<file path="src/hdl/mktd_pkg.sv">
`timescale 1ns / 1ps
// ----------------------------------------------------------------------------
// mktd_pkg: shared types, constants and the pattern table
// Widths, register indexes, the character bundle carried from the front
// end to the back end, and the element pattern lookup.
// ----------------------------------------------------------------------------
package mktd_pkg;

  // counter and register widths
  localparam int CountWidth  = 24;
  localparam int RegWidth    = 24;
  localparam int MaxElements = 6;

  localparam logic [CountWidth-1:0] CountTop = {CountWidth{1'b1}};

  // register indexes
  localparam logic [1:0] RegElementEndGap = 2'd0;
  localparam logic [1:0] RegDotMax        = 2'd1;
  localparam logic [1:0] RegLetterGap     = 2'd2;
  localparam logic [1:0] RegWordGap       = 2'd3;

  // reset values of the registers
  localparam logic [RegWidth-1:0] ElementEndGapRst = RegWidth'(110);
  localparam logic [RegWidth-1:0] DotMaxRst        = RegWidth'(550);
  localparam logic [RegWidth-1:0] LetterGapRst     = RegWidth'(1815);
  localparam logic [RegWidth-1:0] WordGapRst       = RegWidth'(2750);

  // characters
  localparam logic [6:0] CharSpace = 7'h20;

  // queue between front and back end
  localparam int QueueDepth = 4;
  localparam int QueuePtrW  = $clog2(QueueDepth);

  // configuration bundle
  typedef struct packed {
    logic [RegWidth-1:0] element_end_gap;
    logic [RegWidth-1:0] dot_max;
    logic [RegWidth-1:0] letter_gap;
    logic [RegWidth-1:0] word_gap;
  } cfg_t;

  // up to four characters caused by one key sample
  typedef struct packed {
    logic [2:0]      len;
    logic [3:0][6:0] ch;
  } entry_t;

  function automatic entry_t mk1(input logic [7:0] c0);
    entry_t r;
    r       = '0;
    r.len   = 3'd1;
    r.ch[0] = c0[6:0];
    return r;
  endfunction

  function automatic entry_t mk2(input logic [7:0] c0, input logic [7:0] c1);
    entry_t r;
    r       = '0;
    r.len   = 3'd2;
    r.ch[0] = c0[6:0];
    r.ch[1] = c1[6:0];
    return r;
  endfunction

  function automatic entry_t mk4(input logic [7:0] c0, input logic [7:0] c1,
                                 input logic [7:0] c2, input logic [7:0] c3);
    entry_t r;
    r.len   = 3'd4;
    r.ch[0] = c0[6:0];
    r.ch[1] = c1[6:0];
    r.ch[2] = c2[6:0];
    r.ch[3] = c3[6:0];
    return r;
  endfunction

  // pattern lookup: bit i of bits is element i, 1 means dash
  function automatic entry_t decode_pattern(input logic [2:0] count,
                                            input logic [MaxElements-1:0] bits);
    entry_t r;
    r = '0;
    case ({count, bits})
      {3'd1, 6'd0}:  r = mk1("E");
      {3'd1, 6'd1}:  r = mk1("T");
      {3'd2, 6'd0}:  r = mk1("I");
      {3'd2, 6'd2}:  r = mk1("A");
      {3'd2, 6'd1}:  r = mk1("N");
      {3'd2, 6'd3}:  r = mk1("M");
      {3'd3, 6'd0}:  r = mk1("S");
      {3'd3, 6'd4}:  r = mk1("U");
      {3'd3, 6'd2}:  r = mk1("R");
      {3'd3, 6'd6}:  r = mk1("W");
      {3'd3, 6'd1}:  r = mk1("D");
      {3'd3, 6'd5}:  r = mk1("K");
      {3'd3, 6'd3}:  r = mk1("G");
      {3'd3, 6'd7}:  r = mk1("O");
      {3'd4, 6'd0}:  r = mk1("H");
      {3'd4, 6'd8}:  r = mk1("V");
      {3'd4, 6'd4}:  r = mk1("F");
      {3'd4, 6'd2}:  r = mk1("L");
      {3'd4, 6'd6}:  r = mk1("P");
      {3'd4, 6'd14}: r = mk1("J");
      {3'd4, 6'd1}:  r = mk1("B");
      {3'd4, 6'd9}:  r = mk1("X");
      {3'd4, 6'd5}:  r = mk1("C");
      {3'd4, 6'd13}: r = mk1("Y");
      {3'd4, 6'd3}:  r = mk1("Z");
      {3'd4, 6'd11}: r = mk1("Q");
      {3'd5, 6'd0}:  r = mk1("5");
      {3'd5, 6'd16}: r = mk1("4");
      {3'd5, 6'd24}: r = mk1("3");
      {3'd5, 6'd28}: r = mk1("2");
      {3'd5, 6'd30}: r = mk1("1");
      {3'd5, 6'd31}: r = mk1("0");
      {3'd5, 6'd15}: r = mk1("9");
      {3'd5, 6'd7}:  r = mk1("8");
      {3'd5, 6'd3}:  r = mk1("7");
      {3'd5, 6'd1}:  r = mk1("6");
      {3'd5, 6'd13}: r = mk1("(");
      {3'd5, 6'd17}: r = mk4("<", "B", "T", ">");
      {3'd5, 6'd9}:  r = mk1("/");
      {3'd5, 6'd2}:  r = mk4("<", "A", "S", ">");
      {3'd5, 6'd10}: r = mk4("<", "A", "R", ">");
      {3'd6, 6'd0}:  r = mk1("#");
      {3'd6, 6'd42}: r = mk1(".");
      {3'd6, 6'd51}: r = mk1(",");
      {3'd6, 6'd12}: r = mk1("?");
      {3'd6, 6'd18}: r = mk2("'", "'");
      {3'd6, 6'd7}:  r = mk1(":");
      {3'd6, 6'd21}: r = mk1(";");
      {3'd6, 6'd45}: r = mk1(")");
      {3'd6, 6'd40}: r = mk4("<", "S", "K", ">");
      default:       r = '0;
    endcase
    return r;
  endfunction

endpackage

</file>
<file path="src/hdl/mktd_front.sv">
`timescale 1ns / 1ps
// ----------------------------------------------------------------------------
// mktd_front: key timing front end
// Takes one key sample per cycle while the queue is not full, keeps the
// tick counters and element pattern, and queues each sample's characters.
// ----------------------------------------------------------------------------
module mktd_front import mktd_pkg::*; (
  input  logic   clk_i,
  input  logic   rst_ni,
  input  logic   push_i,
  input  logic   full_i,
  input  logic   key_down_i,
  input  cfg_t   cfg_i,
  output logic   q_push_o,
  output entry_t q_data_o
);

  typedef enum logic [1:0] {
    PhIdle,
    PhTone,
    PhGap,
    PhWord
  } phase_e;

  phase_e                 phase_q, phase_d;
  logic [CountWidth-1:0]  down_q, down_d, up_q, up_d;
  logic [CountWidth-1:0]  down_new, up_new;
  logic [MaxElements-1:0] bits_q, bits_d;
  logic [2:0]             cnt_q, cnt_d;
  logic                   accept, cascade, decoded, dash;
  entry_t                 ent;

  function automatic logic [CountWidth-1:0] sat_inc(input logic [CountWidth-1:0] v);
    return (v == CountTop) ? v : v + CountWidth'(1);
  endfunction

  assign accept   = push_i && !full_i;
  assign down_new = key_down_i ? sat_inc(down_q) : down_q;
  assign up_new   = key_down_i ? up_q : sat_inc(up_q);
  assign dash     = (down_new > CountWidth'(cfg_i.dot_max));

  // next state and the characters of this sample
  always_comb begin
    phase_d = phase_q;
    down_d  = down_q;
    up_d    = up_q;
    bits_d  = bits_q;
    cnt_d   = cnt_q;
    ent     = '0;
    cascade = 1'b0;
    decoded = 1'b0;

    unique case (phase_q)
      PhIdle: begin
        if (key_down_i) begin
          down_d  = CountWidth'(1);
          up_d    = '0;
          phase_d = PhTone;
        end
      end
      PhTone: begin
        down_d = down_new;
        up_d   = up_new;
        if (up_new > CountWidth'(cfg_i.element_end_gap)) begin
          if (cnt_q < 3'd6) begin
            bits_d[cnt_q] = dash;
          end
          if (cnt_q < 3'd7) begin
            cnt_d = cnt_q + 3'd1;
          end
          phase_d = PhGap;
          cascade = 1'b1;
        end
      end
      PhGap, PhWord: begin
        if (key_down_i) begin
          down_d  = CountWidth'(1);
          up_d    = '0;
          phase_d = PhTone;
        end else begin
          up_d    = up_new;
          cascade = 1'b1;
        end
      end
      default: ;
    endcase

    // letter gap passed: decode the pattern
    if (cascade && phase_d == PhGap && up_new > CountWidth'(cfg_i.letter_gap)) begin
      ent     = decode_pattern(cnt_d, bits_d);
      bits_d  = '0;
      cnt_d   = '0;
      phase_d = PhWord;
      decoded = 1'b1;
    end

    // word gap passed: space, unless a prosign filled the slots
    if (cascade && phase_d == PhWord && up_new > CountWidth'(cfg_i.word_gap) &&
        (!decoded || ent.len < 3'd4)) begin
      ent.ch[ent.len[1:0]] = CharSpace;
      ent.len              = ent.len + 3'd1;
      phase_d              = PhIdle;
      down_d               = '0;
      up_d                 = '0;
    end
  end

  // state registers
  always_ff @(posedge clk_i or negedge rst_ni) begin
    if (!rst_ni) begin
      phase_q <= PhIdle;
      down_q  <= '0;
      up_q    <= '0;
      bits_q  <= '0;
      cnt_q   <= '0;
    end else if (accept) begin
      phase_q <= phase_d;
      down_q  <= down_d;
      up_q    <= up_d;
      bits_q  <= bits_d;
      cnt_q   <= cnt_d;
    end
  end

  assign q_push_o = accept && (ent.len != 3'd0);
  assign q_data_o = ent;

endmodule

</file>
<file path="src/hdl/mktd_queue.sv">
`timescale 1ns / 1ps
// ----------------------------------------------------------------------------
// mktd_queue: character bundle queue
// Short register queue that decouples the front end from the back end.
// ----------------------------------------------------------------------------
module mktd_queue import mktd_pkg::*; (
  input  logic   clk_i,
  input  logic   rst_ni,
  input  logic   push_i,
  input  entry_t data_i,
  output logic   full_o,
  input  logic   pop_i,
  output logic   empty_o,
  output entry_t head_o
);

  entry_t               mem_q [QueueDepth];
  logic [QueuePtrW-1:0] wr_ptr_q, rd_ptr_q;
  logic [QueuePtrW:0]   count_q;

  assign full_o  = (count_q == (QueuePtrW+1)'(QueueDepth));
  assign empty_o = (count_q == '0);
  assign head_o  = mem_q[rd_ptr_q];

  // storage, no reset needed
  always_ff @(posedge clk_i) begin
    if (push_i) begin
      mem_q[wr_ptr_q] <= data_i;
    end
  end

  // pointers and fill count
  always_ff @(posedge clk_i or negedge rst_ni) begin
    if (!rst_ni) begin
      wr_ptr_q <= '0;
      rd_ptr_q <= '0;
      count_q  <= '0;
    end else begin
      if (push_i) begin
        wr_ptr_q <= (wr_ptr_q == QueuePtrW'(QueueDepth - 1)) ? '0 : wr_ptr_q + 1'b1;
      end
      if (pop_i) begin
        rd_ptr_q <= (rd_ptr_q == QueuePtrW'(QueueDepth - 1)) ? '0 : rd_ptr_q + 1'b1;
      end
      if (push_i && !pop_i) begin
        count_q <= count_q + 1'b1;
      end else if (!push_i && pop_i) begin
        count_q <= count_q - 1'b1;
      end
    end
  end

endmodule

</file>
<file path="src/hdl/mktd_back.sv">
`timescale 1ns / 1ps
// ----------------------------------------------------------------------------
// mktd_back: character emitter
// Walks the head bundle of the queue into the output register one character
// per cycle when it is empty or popped, and flags each sample's last one.
// ----------------------------------------------------------------------------
module mktd_back import mktd_pkg::*; (
  input  logic       clk_i,
  input  logic       rst_ni,
  input  logic       q_empty_i,
  input  entry_t     q_head_i,
  output logic       q_pop_o,
  input  logic       pop_i,
  output logic       valid_o,
  output logic [6:0] char_code_o,
  output logic       last_of_run_o
);

  logic [1:0] idx_q;
  logic       valid_q;
  logic [6:0] char_q;
  logic       last_q;
  logic       load, is_last;

  assign load    = (!valid_q || pop_i) && !q_empty_i;
  assign is_last = ({1'b0, idx_q} + 3'd1) == q_head_i.len;
  assign q_pop_o = load && is_last;

  // output control
  always_ff @(posedge clk_i or negedge rst_ni) begin
    if (!rst_ni) begin
      valid_q <= 1'b0;
      idx_q   <= '0;
    end else if (load) begin
      valid_q <= 1'b1;
      idx_q   <= is_last ? 2'd0 : idx_q + 2'd1;
    end else if (pop_i) begin
      valid_q <= 1'b0;
    end
  end

  // output payload
  always_ff @(posedge clk_i) begin
    if (load) begin
      char_q <= q_head_i.ch[idx_q];
      last_q <= is_last;
    end
  end

  assign valid_o       = valid_q;
  assign char_code_o   = char_q;
  assign last_of_run_o = last_q;

endmodule

</file>
<file path="src/hdl/morse_key_timing_decoder.sv">
`timescale 1ns / 1ps
// ----------------------------------------------------------------------------
// morse_key_timing_decoder: Morse key timing decoder
// Turns a stream of key samples into ASCII characters, prosigns and spaces.
// ----------------------------------------------------------------------------
// One key sample is taken per cycle while full is low. Each sample yields
// zero to four characters; the front end classifies a sample and drops its
// characters as one bundle into a four-entry queue, and the back end moves
// one character per cycle to the output register while that register is
// empty or popped. Silent samples sustain one sample per cycle, while a
// sample that ends a prosign needs four characters of output; full rises
// only when the queue holds four undelivered bundles. No clearing pass
// follows reset.
module morse_key_timing_decoder import mktd_pkg::*; (
  input  logic                clk_i,
  input  logic                rst_ni,
  input  logic                push,
  output logic                full,
  input  logic                key_down_i,
  output logic                empty,
  input  logic                pop,
  output logic [6:0]          char_code_o,
  output logic                last_of_run_o,
  input  logic                cfg_we_i,
  input  logic [1:0]          cfg_idx_i,
  input  logic [RegWidth-1:0] cfg_wdata_i
);

  cfg_t   cfg_q;
  logic   q_push, q_full, q_pop, q_empty, out_valid;
  entry_t q_data, q_head;

  // configuration registers
  always_ff @(posedge clk_i or negedge rst_ni) begin
    if (!rst_ni) begin
      cfg_q.element_end_gap <= ElementEndGapRst;
      cfg_q.dot_max         <= DotMaxRst;
      cfg_q.letter_gap      <= LetterGapRst;
      cfg_q.word_gap        <= WordGapRst;
    end else if (cfg_we_i) begin
      unique case (cfg_idx_i)
        RegElementEndGap: cfg_q.element_end_gap <= cfg_wdata_i;
        RegDotMax:        cfg_q.dot_max         <= cfg_wdata_i;
        RegLetterGap:     cfg_q.letter_gap      <= cfg_wdata_i;
        RegWordGap:       cfg_q.word_gap        <= cfg_wdata_i;
        default: ;
      endcase
    end
  end

  mktd_front u_front (
    .clk_i      (clk_i),
    .rst_ni     (rst_ni),
    .push_i     (push),
    .full_i     (q_full),
    .key_down_i (key_down_i),
    .cfg_i      (cfg_q),
    .q_push_o   (q_push),
    .q_data_o   (q_data)
  );

  mktd_queue u_queue (
    .clk_i   (clk_i),
    .rst_ni  (rst_ni),
    .push_i  (q_push),
    .data_i  (q_data),
    .full_o  (q_full),
    .pop_i   (q_pop),
    .empty_o (q_empty),
    .head_o  (q_head)
  );

  mktd_back u_back (
    .clk_i         (clk_i),
    .rst_ni        (rst_ni),
    .q_empty_i     (q_empty),
    .q_head_i      (q_head),
    .q_pop_o       (q_pop),
    .pop_i         (pop && out_valid),
    .valid_o       (out_valid),
    .char_code_o   (char_code_o),
    .last_of_run_o (last_of_run_o)
  );

  assign full  = q_full;
  assign empty = !out_valid;

  // queue never written while full
  a_no_overflow: assert property (@(posedge clk_i) disable iff (!rst_ni)
    !(q_push && q_full))
    else $error("queue written while full");

  // back end pops only a queue that holds a bundle
  a_no_underflow: assert property (@(posedge clk_i) disable iff (!rst_ni)
    q_pop |-> !q_empty)
    else $error("queue popped while empty");

  // with nothing queued, a taken character leaves the output empty
  a_drain: assert property (@(posedge clk_i) disable iff (!rst_ni)
    (q_empty && pop && !empty) |=> empty)
    else $error("character shown without a queued bundle");

endmodule

</file>
<file path="config.mk">
export PLATFORM = sky130hd
export DESIGN_NAME = morse_key_timing_decoder
export DESIGN_NICKNAME = d
export VERILOG_FILES = /design/src/hdl/mktd_pkg.sv /design/src/hdl/mktd_front.sv /design/src/hdl/mktd_queue.sv /design/src/hdl/mktd_back.sv /design/src/hdl/morse_key_timing_decoder.sv
export SDC_FILE = /design/constraint.sdc
export NUM_CORES = 1
export LEC_CHECK = 0
export ABC_AREA = 1
export BUFFER_PORTS_ARGS = -buffer_cell sky130_fd_sc_hd__buf_4
export CAP_MARGIN = 25
export CORE_UTILIZATION = 35
export DETAILED_ROUTE_END_ITERATION = 12
export PLACE_DENSITY = 0.57
export SLEW_MARGIN = 20
export SYNTH_ARGS = -nofsm -noshare
export SYNTH_HDL_FRONTEND = slang
export SYNTH_SLANG_ARGS = --single-unit
</file>
<file path="constraint.sdc">
create_clock -name clk_i -period 7.9 [get_ports clk_i]
set_clock_uncertainty 0.05 [all_clocks]
set_input_delay 0.79 -clock clk_i [delete_from_list [all_inputs] [get_ports clk_i]]
set_output_delay 0.79 -clock clk_i [all_outputs]
set_load 0.01 [all_outputs]
</file>
==> results of run 1 <==
-- Yosys cell counts, types with 4 or more instances --
cell type  count
nor4_1         8
dfrtp_1      141
nand2_4        4
xnor2_1       10
ha_1         112
nand2_1      374
o21ai_1        9
nor2_2        11
nand4_1       31
nand3_2        8
xor2_1        40
edfxtp_1     108
o22ai_1       58
inv_1        287
dfstp_2       24
nand3_1      111
clkbuf_1      36
nand2_2       17
a21oi_1       52
buf_2          8
inv_2         12
nor2_1       162
o21ai_2        4
nor3_1        34
nor2_4         9
o211ai_1       4
o21ai_0      170
-- state kept, by name, indices dropped and copies added, names as in the netlist --
| signal | flops |
|---|---|
| u_front.up_q | 24 |
| u_front.phase_q | 2 |
| u_front.cnt_q | 3 |
| u_front.down_q | 24 |
| u_back.char_code_o | 7 |
| u_queue.mem_q | 100 |
| u_front.bits_q | 6 |
| u_back.last_of_run_o | 1 |
| u_queue.wr_ptr_q | 2 |
| u_queue.count_q | 3 |
| u_back.idx_q | 2 |
| u_queue.rd_ptr_q | 2 |
| cfg_q | 96 |
| u_back.valid_o | 1 |
-- report_power, final --
part | internal, mW | switching [mW] | total, mW | leakage (nW)
clock | 0.909 | 0.598 | 1.51 | 0.522
combinational | 0.504 | 1.04 | 1.54 | 5.17
sequential | 1.65 | 0.123 | 1.77 | 3.30
total | 3.06 | 1.76 | 4.82 | 8.98
-- layout make-up --
type	count	area (um^2)
Tap cell	592	740.7
Multi-Input combinational cell	1264	7348
Timing Repair Buffer	81	661.9
Clock buffer	39	834.6
Clock inverter	17	236.5
Fill cell	4466	26230
Inverter	304	1150
Sequential cell	273	7402
-- metrics by stage --
stage	instance area (um^2)	hold slack (ns)	util (%)	std cells
finish	18370	0.2626	41.19	2570
CTS	18180	0.2973	40.76	2565
floorplan	15950	0.4030	-	1891
global route	18370	0.3441	41.19	2570
global placement	17100	0.4169	38.34	2509
detailed placement	17100	0.4224	38.34	2509
-- cell families after synthesis --
| kind of cell | share of synthesized area [%] |
|---|---|
| fa+ha+maj | 8.912 |
| mux | 0.07060 |
| compound gates | 11.34 |
| flops | 46.41 |
| buf+inv | 8.629 |
| simple gates | 21.89 |
| xor+xnor | 2.746 |
-- routing by layer --
metal	part of all wire, %	track usage [%]	wire, um	vias up
met4	3.4	5.887	1409	0
met2	45	28.74	18780	286
met1	47	24.59	19450	5992
li1	-	-	-	6395
met3	4.0	2.213	1664	87
met5	0	0	0	-
-- worst paths after layout --
path,depth (start not counted),slack [ns],to
max,45,0.64,u_queue.count_q[1]
min in group clk_i,2,0.35,u_back.valid_o
min reg2reg,2,0.43,cfg_q[41]
max reg2reg,45,0.64,u_queue.count_q[1]
max in group asynchronous,2,6.04,cfg_q[8]
min,1,0.26,u_front.down_q[23]
-- critical path, delay by kind of cell, from the launching register on --
| kind | cells | cell delay [ns] |
|---|---|---|
| flops | 1 | 0.40 |
| fa+ha+maj | 6 | 1.50 |
| simple gates | 26 | 3.39 |
| buf+inv | 7 | 0.61 |
| xor+xnor | 1 | 0.13 |
| mux | 1 | 0.27 |
| compound gates | 4 | 0.77 |
-- repair_timing --
action | 4_1_cts | 5_1_grt
resized for setup | 3 | 36
endpoints found under the setup margin | 5 | 103
pin swaps | 0 | 4
setup buffers | 0 | 4
==> flow_summary.yaml, run 1 <==
die:
  ios: 42
  coreArea_um2: 44610
  rows: 77
  start_util_pct: 35.75
  die_y_um: 215.5
  die-area_um2: 46430
  dieWidth_um: 215.5
synth:
  syn_inst: 1891
  synthFlopType: "dfrtp_1"
  synth-edff-count: 108
  synth_warnings: 0
  synth_area_leaders: "dfrtp_1 22%, edfxtp_1 20%, nand2_1 8.8%"
  synth_area_leader_cell: "dfrtp_1"
  synth_area_per_cell_um2: 8.434
  synth_nets: 2036
  netlist_area_um2: 15950
  synth_cell_types: 57
  ys_seq_area_share_pct: 46.41
  async_reset_ff_share_pct: 60.44
  ys_ff_latch: 273
  synth_top_area_share_pct: 22.12
routing:
  vias: 12760
  firstDrtPassIters: 7
  drc: 0
  wl_per_cell_um: 16.07
  finalWirelength_um: 41300
  dr.first_iter.drc_count: 818
  ant_nets: 0
  via_per_inst: 4.965
placed_design:
  io_buffers: 41
  place_congestion: 0.8848
  place_ws_ns: -0.3181
  post-dp-hpwl_um: 29810
layout:
  layout_common_cells: "369 x nand2_1, 286 x inv_1, 169 x o21ai_0, 148 x nor2_1, 141 x dfrtp_1"
  nNetsFinal: 2099
  layout_commonest_cell: "nand2_1"
  insertedDiodeCount: 0
  final_layout_size_suffix_gt1_share_pct: 13.35
  syn_to_final_growth_pct: 15.20
setup_path:
  max_stage_delay_ns: 0.42
  cp-start-kind: "register"
  worstPathMaxFanout: 10
  path_class: "register to register"
  crit_start: "u_front.down_q[0]"
  cpMostUsedCell: "nand2_1"
  cp_slowest_cell: "fa_1"
  endpoint_kind: "register"
  critical_path_arrival_ns: 7.68
  reg2reg_from: "u_front.down_q[0]"
  cp.required_ns: 8.32
global_route:
  grt_start_max_net_pins: 98
  grt.total_usage_pct: 17.77
  grt_first_pass_wirelength_um: 66370
  grt_pass1_vias: 12335
  antenna_found_initial: 0
  grt_overflow: 0
power:
  fin_total_pwr_mw: 4.821
  ir_worst_vdd_v: 0.0002129
  power_leakage_nw: 8.984
  powerDensity_nw_per_um2: 262.4
sta:
  max_clock_freq_ghz: 0.1377
  slew_headroom_pct: 33.31
  hold_violations: 0
  fin_crit_sh_pct: 91.91
  finalSetupTns_ns: 0
  worst_slew_pin_slew_ns: 1.000
  slew_viol_final: 0
  worst_slack_ns: 0.6387
  finalSetupViolCount: 0
  min_period_ns: 7.261
clocking:
  tritoncts_num_sinks: 273
  numCtsBuffers: 30
  clkLatencyLatePin_ns: 0.59
  path_clk_slew_ns: 0.06
  h-tree-depth: 1
  cts_max_path_buffers: 3
  hold_buffers: 0
  cts_tree: "built"
  cts-root-buf: "clkbuf_16"
flow_run:
  max_cap_violations: 0
run_status:
  outcome: "completed"
worst_hold_path:
  hold_class: "input pin to async pin"
Note: power is estimated with default switching activity, not from simulation.
==> run 2: changes to the inputs <==
--- a/config.mk
+++ b/config.mk
@@ -10,7 +10,7 @@
 export CAP_MARGIN = 25
 export CORE_UTILIZATION = 35
 export DETAILED_ROUTE_END_ITERATION = 12
-export PLACE_DENSITY = 0.57
+export PLACE_DENSITY_LB_ADDON = 0.1
 export SLEW_MARGIN = 20
 export SYNTH_ARGS = -nofsm -noshare
 export SYNTH_HDL_FRONTEND = slang
==> flow_summary.yaml, run 2 (synthesis results as in run 1) <==
run_status:
  outcome: "completed"
sta:
  hold_violations: 0
  rsz0062_at_grt: "no"
  slew_viol_final: 0
  finalSetupViolCount: 0
  max_clock_freq_ghz: 0.1384
  slew_headroom_pct: 39.13
  min_period_ns: 7.225
  worst_slew_pin_slew_ns: 0.9130
  fin_crit_sh_pct: 91.45
  finalSetupTns_ns: 0
  timing.hold.ws_ns: 0.3342
die:
  die-area_um2: 46430
  rows: 77
  coreArea_um2: 44610
  dieWidth_um: 215.5
  die_y_um: 215.5
  start_util_pct: 35.75
  ios: 42
routing:
  vias: 12843
  via_per_inst: 4.945
  dr.first_iter.drc_count: 691
  ant_nets: 0
  wl_per_cell_um: 17.19
  drc: 0
  firstDrtPassIters: 5
  finalWirelength_um: 44640
layout:
  final_util_pct: 41.92
  largestRegisters: "u_queue.mem_q: 100 flops, cfg_q: 96 flops"
  layout_commonest_cell: "nand2_1"
  layout_common_cells: "369 x nand2_1, 286 x inv_1, 170 x o21ai_0, 148 x nor2_1, 141 x dfrtp_1"
  final-instance-count-excl-fill: 2597
  final_layout_size_suffix_gt1_share_pct: 14.61
  insertedDiodeCount: 0
  nNetsFinal: 2124
  top_register: "u_queue.mem_q"
  largest_reg_flops: 100
  syn_to_final_growth_pct: 17.25
worst_hold_path:
  hold_class: "input pin to async pin"
setup_path:
  path_class: "register to register"
  worstPathMaxFanout: 10
  reg2reg_from: "u_front.down_q[0]"
  cp.required_ns: 8.28
  endpoint_kind: "register"
  cp_num_cells: 47
  path_buf_inv: 8
  critPathCapture: "u_queue.count_q[1]"
  max_stage_delay_ns: 0.41
  r2r_end: "u_queue.count_q[1]"
  cpMostUsedCell: "nand2_1"
  crit_start: "u_front.down_q[0]"
  path_delay_family: "simple AND/OR/NAND/NOR gates"
  cp-start-kind: "register"
  cp_slowest_cell: "dfrtp_1"
  rrSetupSlack_ns: 0.68
  worst-r2r-cell-count: 47
  critical_path_arrival_ns: 7.60
global_route:
  grt_pass1_vias: 12815
  grt_start_max_net_pins: 110
  antenna_found_initial: 0
  grt_overflow: 0
  grt.total_usage_pct: 19.65
  grt_first_pass_wirelength_um: 71820
clocking:
  clkLatencyLatePin_ns: 0.55
  h-tree-depth: 2
  hold_buffers: 0
  cts-root-buf: "clkbuf_16"
  tritoncts_num_sinks: 273
  cts_tree: "built"
  path_clk_slew_ns: 0.06
  cts_max_path_buffers: 3
  numCtsBuffers: 35
placed_design:
  io_buffers: 41
  place_congestion: 0.8929
  post-place-cells: 2528
  post-dp-hpwl_um: 32550
flow_run:
  max_cap_violations: 0
power:
  power_leakage_nw: 9.150
  powerDensity_nw_per_um2: 266.2
  ir_worst_vdd_v: 0.0001115
-- run 2: final cells by class --
class                           instances  area, um^2
Clock buffer                           51        1047
Timing Repair Buffer                  101       887.1
Fill cell                            4519       25910
Multi-Input combinational cell       1264        7345
Sequential cell                       273        7402
Tap cell                              592       740.7
Inverter                              304        1150
Clock inverter                         12       128.9
-- run 2: how the worst min path moves through the flow --
| stage | startpoint | end | slack, ns |
|---|---|---|---|
| 2_1_floorplan | cfg_q[10] | cfg_q[10] | 0.40 |
| 3_3_place_gp | cfg_q[91] | cfg_q[91] | 0.42 |
| 3_5_place_dp | cfg_q[19] | cfg_q[19] | 0.42 |
| 4_1_cts | pop | u_back.valid_o | 0.37 |
| 5_1_grt | rst_ni | u_front.down_q[7] | 0.41 |
| 6_report | rst_ni | u_front.down_q[7] | 0.33 |
-- run 2: per-stage QoR --
| stage | total power [mW] | cell area [um^2] | setup slack [ns] |
|---|---|---|---|
| 2_1_floorplan | 2.835 | 15950 | 1.030 |
| 3_3_place_gp | 3.354 | 17270 | -0.3831 |
| 3_5_place_dp | 3.352 | 17270 | -0.2943 |
| 4_1_cts | 5.006 | 18460 | 0.001096 |
| 5_1_grt | 5.303 | 18700 | 0.0009077 |
| 6_report | 4.978 | 18700 | 0.6751 |
-- run 2: timing repair --
| item | 4_1_cts | 5_1_grt |
|---|---|---|
| endpoints found under the hold margin | 0 | 0 |
| pin swaps | 0 | 2 |
| resized for setup | 2 | 33 |
| setup buffers | 0 | 3 |
| endpoints found under the setup margin | 91 | 103 |
-- run 2: report_power, final --
group	internal (mW)	switching (mW)
registers	1.65	0.101
clock network	0.988	0.637
logic	0.523	1.08
-- run 2: layer usage --
metal,track usage (%),share of wire [%]
met5,0,0
met1,25.84,46
met2,33.45,48
met4,6.478,3.0
met3,2.382,3.4
